$ cat config.mk
export PLATFORM = sky130hd
export DESIGN_NAME = bldc_sector_pwm_compare_top
export DESIGN_NICKNAME = d
export VERILOG_FILES = /design/src/bspc_pkg.sv /design/src/bspc_cdiv.sv /design/src/bldc_sector_pwm_compare_top.sv
export SDC_FILE = /design/constraint.sdc
export NUM_CORES = 2
export LEC_CHECK = 0
export BUFFER_PORTS_ARGS = -buffer_cell sky130_fd_sc_hd__buf_2
export CORE_MARGIN = 10
export CORE_UTILIZATION = 64
export DETAILED_ROUTE_END_ITERATION = 6
export PLACE_DENSITY = 0.81
export SETUP_SLACK_MARGIN = 0.2
export SLEW_MARGIN = 5
export SYNTH_ARGS = -nofsm -noshare
export SYNTH_HDL_FRONTEND = slang
export SYNTH_SLANG_ARGS = --single-unit
$ cat constraint.sdc
create_clock -name clk_i -period 6.7 [get_ports clk_i]
set_input_delay 1.34 -clock clk_i [delete_from_list [all_inputs] [get_ports clk_i]]
set_output_delay 1.34 -clock clk_i [all_outputs]
set_load 0.01 [all_outputs]
$ cat src/bspc_pkg.sv
// Shared constants, codes and the percentage table of the sector PWM compare block.
`default_nettype none

package bspc_pkg;

  // Default geometry of one electrical revolution.
  localparam int ELEC_REV_COUNTS = 289;
  localparam int SECTOR_COUNTS   = 48;

  // Field widths.
  localparam int ENC_W     = 11;
  localparam int TORQUE_W  = 7;
  localparam int ADV_W     = 9;
  localparam int MID_W     = 16;
  localparam int GAIN_W    = 10;
  localparam int CMP_W     = 16;
  localparam int ANGLE_O_W = 9;
  localparam int INSEC_O_W = 6;

  // Torque times gain fits in this many bits.
  localparam int TP_W = TORQUE_W + GAIN_W;

  // Configuration port.
  localparam int CFG_IDX_W  = 2;
  localparam int CFG_DATA_W = 16;
  localparam logic [CFG_IDX_W-1:0] CFG_PHASE_ADVANCE  = 2'd0;
  localparam logic [CFG_IDX_W-1:0] CFG_PWM_MIDPOINT   = 2'd1;
  localparam logic [CFG_IDX_W-1:0] CFG_AMPLITUDE_GAIN = 2'd2;

  localparam logic [ADV_W-1:0]  RST_PHASE_ADVANCE  = 9'd72;
  localparam logic [MID_W-1:0]  RST_PWM_MIDPOINT   = 16'd400;
  localparam logic [GAIN_W-1:0] RST_AMPLITUDE_GAIN = 10'd346;

  // Sector codes: quotient of applied angle by sector size.
  localparam int SECTOR_NUM = 6;
  localparam int SECT_W     = 3;
  localparam logic [SECT_W-1:0] SECT_1 = 3'd0;
  localparam logic [SECT_W-1:0] SECT_2 = 3'd1;
  localparam logic [SECT_W-1:0] SECT_3 = 3'd2;
  localparam logic [SECT_W-1:0] SECT_4 = 3'd3;
  localparam logic [SECT_W-1:0] SECT_5 = 3'd4;
  localparam logic [SECT_W-1:0] SECT_6 = 3'd5;

  // Percentage table.
  localparam int PCT_LEN   = 48;
  localparam int PCT_IDX_W = 6;
  localparam int PCT_W     = 7;
  localparam int PCT_DIV   = 100;

  // Interpolation math: (hi - lo) is a 17-bit signed span, times percent
  // gives a 24-bit signed product, magnitude fits 23 bits.
  localparam int SPAN_W = CMP_W + 1;
  localparam int PROD_W = 24;
  localparam int MAG_W  = 23;

  // A negative 32-bit product -k divides as 2^32/100 - floor((k + bias)/100).
  localparam longint unsigned WRAP_Q = (64'd1 << 32) / PCT_DIV;
  localparam logic [CMP_W-1:0] WRAP_Q16 = CMP_W'(WRAP_Q);
  localparam int NEG_BIAS = PCT_DIV - 1 - int'((64'd1 << 32) % PCT_DIV);

  function automatic logic [PCT_W-1:0] pct_lookup(input logic [PCT_IDX_W-1:0] idx);
    logic [PCT_W-1:0] pct;
    case (idx)
      6'd0:  pct = 7'd100;
      6'd1:  pct = 7'd98;
      6'd2:  pct = 7'd96;
      6'd3:  pct = 7'd94;
      6'd4:  pct = 7'd91;
      6'd5:  pct = 7'd89;
      6'd6:  pct = 7'd87;
      6'd7:  pct = 7'd85;
      6'd8:  pct = 7'd83;
      6'd9:  pct = 7'd81;
      6'd10: pct = 7'd79;
      6'd11: pct = 7'd77;
      6'd12: pct = 7'd74;
      6'd13: pct = 7'd72;
      6'd14: pct = 7'd70;
      6'd15: pct = 7'd68;
      6'd16: pct = 7'd66;
      6'd17: pct = 7'd64;
      6'd18: pct = 7'd62;
      6'd19: pct = 7'd60;
      6'd20: pct = 7'd57;
      6'd21: pct = 7'd55;
      6'd22: pct = 7'd53;
      6'd23: pct = 7'd51;
      6'd24: pct = 7'd49;
      6'd25: pct = 7'd47;
      6'd26: pct = 7'd45;
      6'd27: pct = 7'd43;
      6'd28: pct = 7'd40;
      6'd29: pct = 7'd38;
      6'd30: pct = 7'd36;
      6'd31: pct = 7'd34;
      6'd32: pct = 7'd32;
      6'd33: pct = 7'd30;
      6'd34: pct = 7'd28;
      6'd35: pct = 7'd26;
      6'd36: pct = 7'd23;
      6'd37: pct = 7'd21;
      6'd38: pct = 7'd19;
      6'd39: pct = 7'd17;
      6'd40: pct = 7'd15;
      6'd41: pct = 7'd13;
      6'd42: pct = 7'd11;
      6'd43: pct = 7'd9;
      6'd44: pct = 7'd6;
      6'd45: pct = 7'd4;
      6'd46: pct = 7'd2;
      default: pct = 7'd0;
    endcase
    return pct;
  endfunction

endpackage

`default_nettype wire

$ cat src/bspc_cdiv.sv
// Two-stage divide by a constant: reciprocal multiply, then remainder.
`default_nettype none

module bspc_cdiv #(
  parameter int N = 11,
  parameter int D = 100
) (
  input  wire logic                         clk_i,
  input  wire logic [N-1:0]                 x_i,
  output logic      [N-1:0]                 q_o,
  output logic      [((D > 1) ? $clog2(D) : 1)-1:0] r_o
);

  localparam int RW = (D > 1) ? $clog2(D) : 1;
  localparam int L  = $clog2(D);
  localparam int SH = N + L;
  localparam longint unsigned MUL = ((longint'(1) << SH) + D - 1) / D;
  localparam logic [N:0] MUL_C = (N + 1)'(MUL);
  localparam logic [N:0] D_C   = (N + 1)'(D);

  logic [2*N:0]   prod_d, prod_q;
  logic [N-1:0]   x_a_q, x_b_q;
  logic [N-1:0]   quo_d, quo_q;
  logic [N-1:0]   qd_d, qd_q;
  logic [2*N:0]   qd_full;

  assign prod_d = {{N{1'b0}}, x_i} * {{N{1'b0}}, MUL_C};
  assign quo_d  = N'(prod_q >> SH);
  assign qd_full = {{(N + 1){1'b0}}, quo_d} * {{N{1'b0}}, D_C};
  assign qd_d   = N'(qd_full);

  always_ff @(posedge clk_i) begin
    prod_q <= prod_d;
    x_a_q  <= x_i;
    quo_q  <= quo_d;
    qd_q   <= qd_d;
    x_b_q  <= x_a_q;
  end

  assign q_o = quo_q;
  assign r_o = RW'(x_b_q - qd_q);

endmodule

`default_nettype wire

$ cat src/bldc_sector_pwm_compare_top.sv
// Top level of the six-sector PWM compare generator.
//
// Each word (encoder count and torque percent) taken on start gives one
// result word, marked by a one-cycle done_o strobe. A new word can be
// taken every cycle: the datapath is a twelve-stage pipeline with no
// feedback, so busy stays low and throughput is one word per clock.
// The latency is set by three of the four constant dividers (two stages
// each), which sit in series with the add, table and multiply stages; the
// swing divider runs beside the revolution divider and adds nothing.
// Results cannot be held off by the receiver and are gone after their strobe
// cycle. Configuration (phase advance, PWM midpoint, amplitude gain) is
// written through a plain write port and is read live by the pipeline, so
// write it only while no word is in flight. Writes to an index past the
// register list are dropped. Applied angle past the sixth sector (angle 288
// at default geometry, or a large advance) drives all three compares to the
// midpoint.
`default_nettype none

module bldc_sector_pwm_compare_top #(
  parameter int ELEC_REV_COUNTS = bspc_pkg::ELEC_REV_COUNTS,
  parameter int SECTOR_COUNTS   = bspc_pkg::SECTOR_COUNTS
) (
  input  wire logic                               clk_i,
  input  wire logic                               rst_ni,
  // command channel
  input  wire logic                               start,
  output logic                                    busy,
  input  wire logic [bspc_pkg::ENC_W-1:0]         encoder_count_i,
  input  wire logic [bspc_pkg::TORQUE_W-1:0]      torque_percent_i,
  // result channel
  output logic                                    done_o,
  output logic      [bspc_pkg::CMP_W-1:0]         phase_u_compare_o,
  output logic      [bspc_pkg::CMP_W-1:0]         phase_v_compare_o,
  output logic      [bspc_pkg::CMP_W-1:0]         phase_w_compare_o,
  output logic      [bspc_pkg::ANGLE_O_W-1:0]     electrical_angle_o,
  output logic      [bspc_pkg::ANGLE_O_W-1:0]     applied_angle_o,
  output logic      [bspc_pkg::INSEC_O_W-1:0]     angle_in_sector_o,
  // configuration write port
  input  wire logic                               cfg_we_i,
  input  wire logic [bspc_pkg::CFG_IDX_W-1:0]     cfg_idx_i,
  input  wire logic [bspc_pkg::CFG_DATA_W-1:0]    cfg_wdata_i
);

  // Pipeline depth from accepted word to result strobe.
  localparam int LAT = 12;

  // Electrical angle width, applied angle width (sum of angle and any
  // 9-bit advance), and angle-in-sector width.
  localparam int REV_W = $clog2(ELEC_REV_COUNTS);
  localparam int APP_W = $clog2(ELEC_REV_COUNTS + 511);
  localparam int ANG_W = (SECTOR_COUNTS > 1) ? $clog2(SECTOR_COUNTS) : 1;
  localparam logic [APP_W-1:0] REV_C = APP_W'(ELEC_REV_COUNTS);

  localparam int CMP_W = bspc_pkg::CMP_W;
  localparam int PRM_W = $clog2(bspc_pkg::PCT_DIV);

  typedef struct packed {
    logic [REV_W-1:0] elec;
    logic [APP_W-1:0] app;
    logic [CMP_W-1:0] hi;
    logic [CMP_W-1:0] lo;
  } mid_t;

  typedef struct packed {
    mid_t                          base;
    logic [ANG_W-1:0]              angle;
    logic [bspc_pkg::SECT_W-1:0]   code;
    logic                          inr;    // sector one to six
  } late_t;

  // ---------------------------------------------------------------------
  // Configuration registers
  // ---------------------------------------------------------------------
  logic [bspc_pkg::ADV_W-1:0]  adv_q;
  logic [bspc_pkg::MID_W-1:0]  mid_q;
  logic [bspc_pkg::GAIN_W-1:0] gain_q;

  always_ff @(posedge clk_i or negedge rst_ni) begin
    if (!rst_ni) begin
      adv_q  <= bspc_pkg::RST_PHASE_ADVANCE;
      mid_q  <= bspc_pkg::RST_PWM_MIDPOINT;
      gain_q <= bspc_pkg::RST_AMPLITUDE_GAIN;
    end else if (cfg_we_i) begin
      unique case (cfg_idx_i)
        bspc_pkg::CFG_PHASE_ADVANCE:  adv_q  <= cfg_wdata_i[bspc_pkg::ADV_W-1:0];
        bspc_pkg::CFG_PWM_MIDPOINT:   mid_q  <= cfg_wdata_i[bspc_pkg::MID_W-1:0];
        bspc_pkg::CFG_AMPLITUDE_GAIN: gain_q <= cfg_wdata_i[bspc_pkg::GAIN_W-1:0];
        default: ;
      endcase
    end
  end

  // ---------------------------------------------------------------------
  // Valid line: the pipeline never stalls, so it always has room.
  // ---------------------------------------------------------------------
  logic           accept;
  logic [LAT:1]   vld_q;

  assign busy   = 1'b0;
  assign accept = start && !busy;

  always_ff @(posedge clk_i or negedge rst_ni) begin
    if (!rst_ni) begin
      vld_q <= '0;
    end else begin
      vld_q <= {vld_q[LAT-1:1], accept};
    end
  end

  assign done_o = vld_q[LAT];

  // ---------------------------------------------------------------------
  // Stages 1-2: encoder count mod revolution; torque times gain.
  // ---------------------------------------------------------------------
  logic [bspc_pkg::ENC_W-1:0] rev_q_unused;
  logic [REV_W-1:0]           rev_r;
  logic [bspc_pkg::TP_W-1:0]  s1_tp_q;

  bspc_cdiv #(.N(bspc_pkg::ENC_W), .D(ELEC_REV_COUNTS)) u_div_rev (
    .clk_i (clk_i),
    .x_i   (encoder_count_i),
    .q_o   (rev_q_unused),
    .r_o   (rev_r)
  );

  always_ff @(posedge clk_i) begin
    s1_tp_q <= bspc_pkg::TP_W'(torque_percent_i) * bspc_pkg::TP_W'(gain_q);
  end

  // Swing = torque * gain / 100, out at stage 3.
  logic [bspc_pkg::TP_W-1:0] swing;
  logic [PRM_W-1:0]          swing_r_unused;

  bspc_cdiv #(.N(bspc_pkg::TP_W), .D(bspc_pkg::PCT_DIV)) u_div_swing (
    .clk_i (clk_i),
    .x_i   (s1_tp_q),
    .q_o   (swing),
    .r_o   (swing_r_unused)
  );

  // ---------------------------------------------------------------------
  // Stage 3: electrical angle.  Stage 4: advance, single wrap, hi/lo.
  // ---------------------------------------------------------------------
  logic [REV_W-1:0] s3_elec_q;
  logic [APP_W-1:0] app_sum, app_d;
  mid_t             s4_q;

  always_ff @(posedge clk_i) begin
    s3_elec_q <= rev_r;
  end

  assign app_sum = APP_W'(s3_elec_q) + APP_W'(adv_q);
  assign app_d   = (app_sum >= REV_C) ? app_sum - REV_C : app_sum;

  always_ff @(posedge clk_i) begin
    s4_q.elec <= s3_elec_q;
    s4_q.app  <= app_d;
    s4_q.hi   <= mid_q + CMP_W'(swing);
    s4_q.lo   <= mid_q - CMP_W'(swing);
  end

  // ---------------------------------------------------------------------
  // Stages 5-6: sector and angle within it.
  // ---------------------------------------------------------------------
  logic [APP_W-1:0] sec_q;
  logic [ANG_W-1:0] sec_r;
  mid_t             mid_line_q [5:6];

  bspc_cdiv #(.N(APP_W), .D(SECTOR_COUNTS)) u_div_sec (
    .clk_i (clk_i),
    .x_i   (s4_q.app),
    .q_o   (sec_q),
    .r_o   (sec_r)
  );

  always_ff @(posedge clk_i) begin
    mid_line_q[5] <= s4_q;
    mid_line_q[6] <= mid_line_q[5];
  end

  // ---------------------------------------------------------------------
  // Stage 7: table lookup (clamped to the last entry) and span.
  // ---------------------------------------------------------------------
  logic [bspc_pkg::PCT_IDX_W-1:0] pct_idx;
  late_t                          late_d;
  late_t                          late_q [7:11];
  logic [bspc_pkg::PCT_W-1:0]     s7_pct_q;
  logic signed [bspc_pkg::SPAN_W-1:0] s7_span_q;

  always_comb begin
    if (32'(sec_r) < 32'(bspc_pkg::PCT_LEN)) begin
      pct_idx = bspc_pkg::PCT_IDX_W'(sec_r);
    end else begin
      pct_idx = bspc_pkg::PCT_IDX_W'(bspc_pkg::PCT_LEN - 1);
    end
    late_d.base  = mid_line_q[6];
    late_d.angle = sec_r;
    late_d.code  = bspc_pkg::SECT_W'(sec_q);
    late_d.inr   = (32'(sec_q) < 32'(bspc_pkg::SECTOR_NUM));
  end

  always_ff @(posedge clk_i) begin
    late_q[7]  <= late_d;
    late_q[8]  <= late_q[7];
    late_q[9]  <= late_q[8];
    late_q[10] <= late_q[9];
    late_q[11] <= late_q[10];
    s7_pct_q   <= bspc_pkg::pct_lookup(pct_idx);
    s7_span_q  <= $signed({1'b0, mid_line_q[6].hi}) - $signed({1'b0, mid_line_q[6].lo});
  end

  // ---------------------------------------------------------------------
  // Stage 8: span times percent.  Stage 9: magnitude for unsigned divide.
  // ---------------------------------------------------------------------
  logic signed [bspc_pkg::PROD_W-1:0] s8_prod_q;
  logic                               s9_neg_q, s10_neg_q, s11_neg_q;
  logic [bspc_pkg::MAG_W-1:0]         s9_mag_q;
  logic [bspc_pkg::MAG_W-1:0]         p_quo;
  logic [PRM_W-1:0]                   pct_r_unused;

  always_ff @(posedge clk_i) begin
    s8_prod_q <= bspc_pkg::PROD_W'(s7_span_q) *
                 bspc_pkg::PROD_W'($signed({1'b0, s7_pct_q}));
    s9_neg_q  <= s8_prod_q[bspc_pkg::PROD_W-1];
    // negative product -k wraps in 32 bits; divide k + bias instead
    s9_mag_q  <= s8_prod_q[bspc_pkg::PROD_W-1]
               ? bspc_pkg::MAG_W'(-s8_prod_q + bspc_pkg::PROD_W'(bspc_pkg::NEG_BIAS))
               : bspc_pkg::MAG_W'(s8_prod_q);
    s10_neg_q <= s9_neg_q;
    s11_neg_q <= s10_neg_q;
  end

  bspc_cdiv #(.N(bspc_pkg::MAG_W), .D(bspc_pkg::PCT_DIV)) u_div_pct (
    .clk_i (clk_i),
    .x_i   (s9_mag_q),
    .q_o   (p_quo),
    .r_o   (pct_r_unused)
  );

  // ---------------------------------------------------------------------
  // Stage 11 -> 12: third phase and phase assignment.
  // ---------------------------------------------------------------------
  logic [CMP_W-1:0] p16, third_fall, third_rise;
  logic [CMP_W-1:0] u_d, v_d, w_d;
  logic [CMP_W-1:0] hi11, lo11;

  assign hi11 = late_q[11].base.hi;
  assign lo11 = late_q[11].base.lo;
  assign p16  = s11_neg_q ? bspc_pkg::WRAP_Q16 - CMP_W'(p_quo) : CMP_W'(p_quo);
  assign third_fall = hi11 - p16;
  assign third_rise = p16 + lo11;

  always_comb begin
    u_d = mid_q;
    v_d = mid_q;
    w_d = mid_q;
    if (late_q[11].inr) begin
      unique case (late_q[11].code)
        bspc_pkg::SECT_1: begin u_d = hi11;       w_d = lo11; v_d = third_fall; end
        bspc_pkg::SECT_2: begin v_d = hi11;       w_d = lo11; u_d = third_rise; end
        bspc_pkg::SECT_3: begin v_d = hi11;       u_d = lo11; w_d = third_fall; end
        bspc_pkg::SECT_4: begin w_d = hi11;       u_d = lo11; v_d = third_rise; end
        bspc_pkg::SECT_5: begin w_d = hi11;       v_d = lo11; u_d = third_fall; end
        bspc_pkg::SECT_6: begin u_d = hi11;       v_d = lo11; w_d = third_rise; end
        default: ;
      endcase
    end
  end

  logic [CMP_W-1:0]               u_q, v_q, w_q;
  logic [bspc_pkg::ANGLE_O_W-1:0] elec_o_q, app_o_q;
  logic [bspc_pkg::INSEC_O_W-1:0] ang_o_q;

  always_ff @(posedge clk_i) begin
    u_q      <= u_d;
    v_q      <= v_d;
    w_q      <= w_d;
    elec_o_q <= bspc_pkg::ANGLE_O_W'(late_q[11].base.elec);
    app_o_q  <= bspc_pkg::ANGLE_O_W'(late_q[11].base.app);
    ang_o_q  <= bspc_pkg::INSEC_O_W'(late_q[11].angle);
  end

  assign phase_u_compare_o  = u_q;
  assign phase_v_compare_o  = v_q;
  assign phase_w_compare_o  = w_q;
  assign electrical_angle_o = elec_o_q;
  assign applied_angle_o    = app_o_q;
  assign angle_in_sector_o  = ang_o_q;

  // ---------------------------------------------------------------------
  // Assertions
  // ---------------------------------------------------------------------

  // Every result strobe traces back to a word taken on start.
  a_done_from_start: assert property (@(posedge clk_i) disable iff (!rst_ni)
    done_o |-> $past(accept, LAT))
    else $error("result strobe without matching start");

  // Past the sixth sector all phases sit at the midpoint.
  a_out_of_range_mid: assert property (@(posedge clk_i) disable iff (!rst_ni)
    (vld_q[LAT-1] && !late_q[11].inr) |=>
      (phase_u_compare_o == mid_q && phase_v_compare_o == mid_q &&
       phase_w_compare_o == mid_q))
    else $error("out-of-range sector did not drive midpoint");

  // Electrical angle stays below one revolution.
  a_elec_range: assert property (@(posedge clk_i) disable iff (!rst_ni)
    done_o |-> ((ELEC_REV_COUNTS > 512) ||
                (32'(electrical_angle_o) < 32'(ELEC_REV_COUNTS))))
    else $error("electrical angle not reduced");

  // Angle within sector stays below the sector size.
  a_angle_range: assert property (@(posedge clk_i) disable iff (!rst_ni)
    done_o |-> ((SECTOR_COUNTS > 64) ||
                (32'(angle_in_sector_o) < 32'(SECTOR_COUNTS))))
    else $error("angle in sector out of range");

endmodule

`default_nettype wire
==> flow_summary.yaml <==
status:
  status: "finished, final reports clean"
placed_design:
  hpwl_microns: 79500
  port_buffers: 112
  gp_congestion: 0.962
floorplanning:
  die_area_sq_mm: 0.0835
  die_height_microns: 289
  start_util_pct: 64.7
  ios: 114
  die_width_microns: 289
  rows: 98
  core_sq_mm: 0.0716
sta:
  tns_ps: 0
  rsz0062_at_grt: "true"
  slew_violations: 0
  finalSetupViolCount: 0
  relSlewSlack_pct: 30.9
  finalHoldViolCount: 0
  worst_slew_pin_slew_ps: 1030
  period_minus_slack_ps: 6290
  finClkSkew_ps: 33.7
  max_freq_mhz: 159
  finalCritPeriodShare_pct: 93.9
global_route:
  grt_pass1_wl_microns: 165000
  grt_busiest_layer: "met2"
  grt_max_degree: 69
  use_met1_pct: 30.4
  track_usage_pct: 24.9
  overflow: 0
  first_global_vias: 32200
  grt_antenna_before_repair: 1
  grt.met3_usage_pct: 4.17
  use_met2_pct: 43.9
synth:
  synth-main-ff-cell: "dfxtp_1"
  synth_area_sq_mm: 0.0463
  ys_seq_area_share_pct: 31.8
  synth.distinct_cells: 83
  ys.warnings.count: 0
  ys_ff_latch: 724
  async_reset_ff_share_pct: 6.49
  netlist_instances: 4364
  synth_area_per_cell_sq_um: 10.6
  synth_edf_count: 0
critical_path:
  regToRegSetupSlack_ps: 410
  r2r_cells: 21
  end_kind: "flip-flop"
  crit_path_max_fanout: 5
  reg2reg_from: "s9_mag_q[2]"
  cp-start-kind: "flip-flop"
  crit_arrival_ps: 6810
  path_class: "flip-flop to flip-flop"
  crit_required_ps: 7220
  r2r-end: "u_div_pct.prod_q[45]"
cts:
  path_clk_slew_ps: 70
  cts-buffers-inserted: 71
  insertion_delay_ps: 640
  h-tree-depth: 3
  cts_tree: "done"
  clockRootBuffer: "clkbuf_16"
  cts_hold_buffers: 0
  ctsLongestPathBuffers: 3
  cts.sinks: 724
worst_hold_path:
  hold_end: "mid_line_q[5][50]"
  hp-start: "s4_q[50]"
  hold_class: "flip-flop to flip-flop"
  holdPathStages: 0
drt:
  drt_pass1_iterations: 7
  totalWireLength_microns: 101000
  ant_nets: 0
  routedWlPerCell_microns: 18.4
  drtIter0Drc: 1820
  vias_per_cell: 5.45
  drc_errors: 0
  dr_total_vias: 30000
layout:
  seq_area_sq_mm: 0.0148
  multi_input_area_sq_mm: 0.0281
  area_growth_pct: 9.06
  drive_gt1_share_pct: 7.81
  finalNetCount: 5726
  n_antenna_cell: 0
  fillers: 5153
flow_run:
  maxCapViolCount: 0
Yosys cell counts (7+ instances only):
master | n | area share, %
nor4_1 | 7 | 0.095
o31ai_1 | 20 | 0.32
o21a_1 | 17 | 0.28
o21bai_1 | 11 | 0.18
o221ai_1 | 10 | 0.19
nor2b_1 | 30 | 0.41
nand2_1 | 166 | 1.3
a211oi_1 | 11 | 0.18
buf_1 | 8 | 0.065
o211ai_1 | 9 | 0.15
a21oi_1 | 190 | 2.1
dfxtp_1 | 677 | 29
nor2_1 | 148 | 1.2
dfstp_2 | 10 | 0.57
nand2b_1 | 48 | 0.65
or2_2 | 18 | 0.24
mux2i_1 | 7 | 0.15
mux2_2 | 39 | 0.95
ha_1 | 692 | 19
o21ai_0 | 98 | 1.1
nand4_1 | 11 | 0.15
inv_1 | 861 | 7.0
nand3_1 | 32 | 0.35
xor2_1 | 65 | 1.2
a31oi_1 | 25 | 0.34
and2_1 | 130 | 1.8
fa_1 | 491 | 21
or4_1 | 9 | 0.15
dfrtp_1 | 37 | 2.0
and3_1 | 24 | 0.32
or3_1 | 16 | 0.22
a221oi_1 | 15 | 0.28
clkbuf_1 | 55 | 0.45
xnor2_1 | 141 | 2.7
o21ai_1 | 15 | 0.16
o22ai_1 | 17 | 0.23
a21o_1 | 54 | 0.88
nor3_1 | 34 | 0.37
stage by stage:
| step | instance area [sq um] | std cells | utilization [%] | setup slack, ps | hold slack (ps) |
|---|---|---|---|---|---|
| 6_report | 50500 | 5510 | 70.5 | 412 | 319 |
| 5_1_grt | 50500 | 5510 | 70.5 | 130 | 323 |
| 4_1_cts | 50400 | 5509 | 70.5 | 217 | 312 |
| 3_5_place_dp | 47900 | 5379 | 66.9 | 188 | 312 |
| 3_3_place_gp | 47900 | 5379 | 66.9 | 296 | 310 |
| 2_1_floorplan | 46300 | 4367 | - | 515 | 310 |
worst max-delay path: stages (launching register included):
cell	delay (ps)
dfxtp_4	380
fa_2	480
fa_1	520
inv_1	50
fa_1	470
inv_1	50
fa_1	520
fa_1	440
fa_1	550
inv_1	60
fa_1	520
inv_1	40
ha_1	280
and2_1	190
a221o_1	350
a21oi_2	170
nand4_1	130
a31oi_2	230
nor3_2	110
o32a_1	320
a21o_1	200
xnor2_1	110
worst max-delay path by stage:
stage	slack (ps)	start	endpoint	cells past startpoint
2_1_floorplan	510	s9_mag_q[6]	u_div_pct.prod_q[45]	23
3_3_place_gp	300	s9_mag_q[2]	u_div_pct.prod_q[45]	21
3_5_place_dp	190	s9_mag_q[5]	u_div_pct.prod_q[45]	22
4_1_cts	220	s9_mag_q[2]	u_div_pct.prod_q[45]	21
5_1_grt	130	s9_mag_q[6]	u_div_pct.prod_q[41]	23
6_report	410	s9_mag_q[2]	u_div_pct.prod_q[45]	21
metal layers:
metal  routed length, microns  share of wire, %
met5                       10            0.0099
met2                    50300                50
met3                     6060               6.0
met1                    41400                41
met4                     3290               3.3
cells by family after synthesis:
logic type | share of synthesized area, %
compound gates | 7.92
xor+xnor | 3.90
fa+ha+maj | 39.9
buf+inv | 7.57
flops | 31.8
mux | 1.12
other cells | 0.0162
simple gates | 7.72
registers in the layout, summed over array words and instances, names as in the netlist, 16 cells and up:
signal	cells
u_div_pct.prod_q	16
s4_q	50
s1_tp_q	17
phase_w_compare_o	16
mid_line_q	98
u_div_pct.q_o	16
phase_u_compare_o	16
late_q	275
mid_q	16
s9_mag_q	23
s7_span_q	16
s8_prod_q	23
phase_v_compare_o	16
timing repair:
| action | 4_1_cts | 5_1_grt |
|---|---|---|
| resized for setup | 2 | 14 |
| pin swaps | 0 | 5 |
| setup buffers | 0 | 1 |
| setup endpoints to repair | 1 | 8 |
layout make-up:
class	count	share of cell area [%]
multi-input combinational	2714	55.7
sequential	724	29.2
inverter	861	6.40
clock buffer	93	4.00
tap	950	2.35
timing repair buffer	131	1.39
clock inverter	37	0.959
placed cells by master, fill, tap and decap left out, types with 30 or more instances in the layout:
cell       instances
nor2_1           148
and2_1           130
a21oi_1          189
o21ai_0           98
buf_2            112
xor2_1            65
inv_1            860
ha_1             691
a21o_1            53
clkbuf_16         73
xnor2_1          141
nand2b_1          48
nand3_1           32
dfrtp_1           37
mux2_2            39
nor2b_1           30
nor3_1            33
dfxtp_1          671
nand2_1          166
fa_1             489
Power is left out: the tool's default activity adds up to more than one toggle a clock period on the data nets, which glitch-free logic cannot reach.
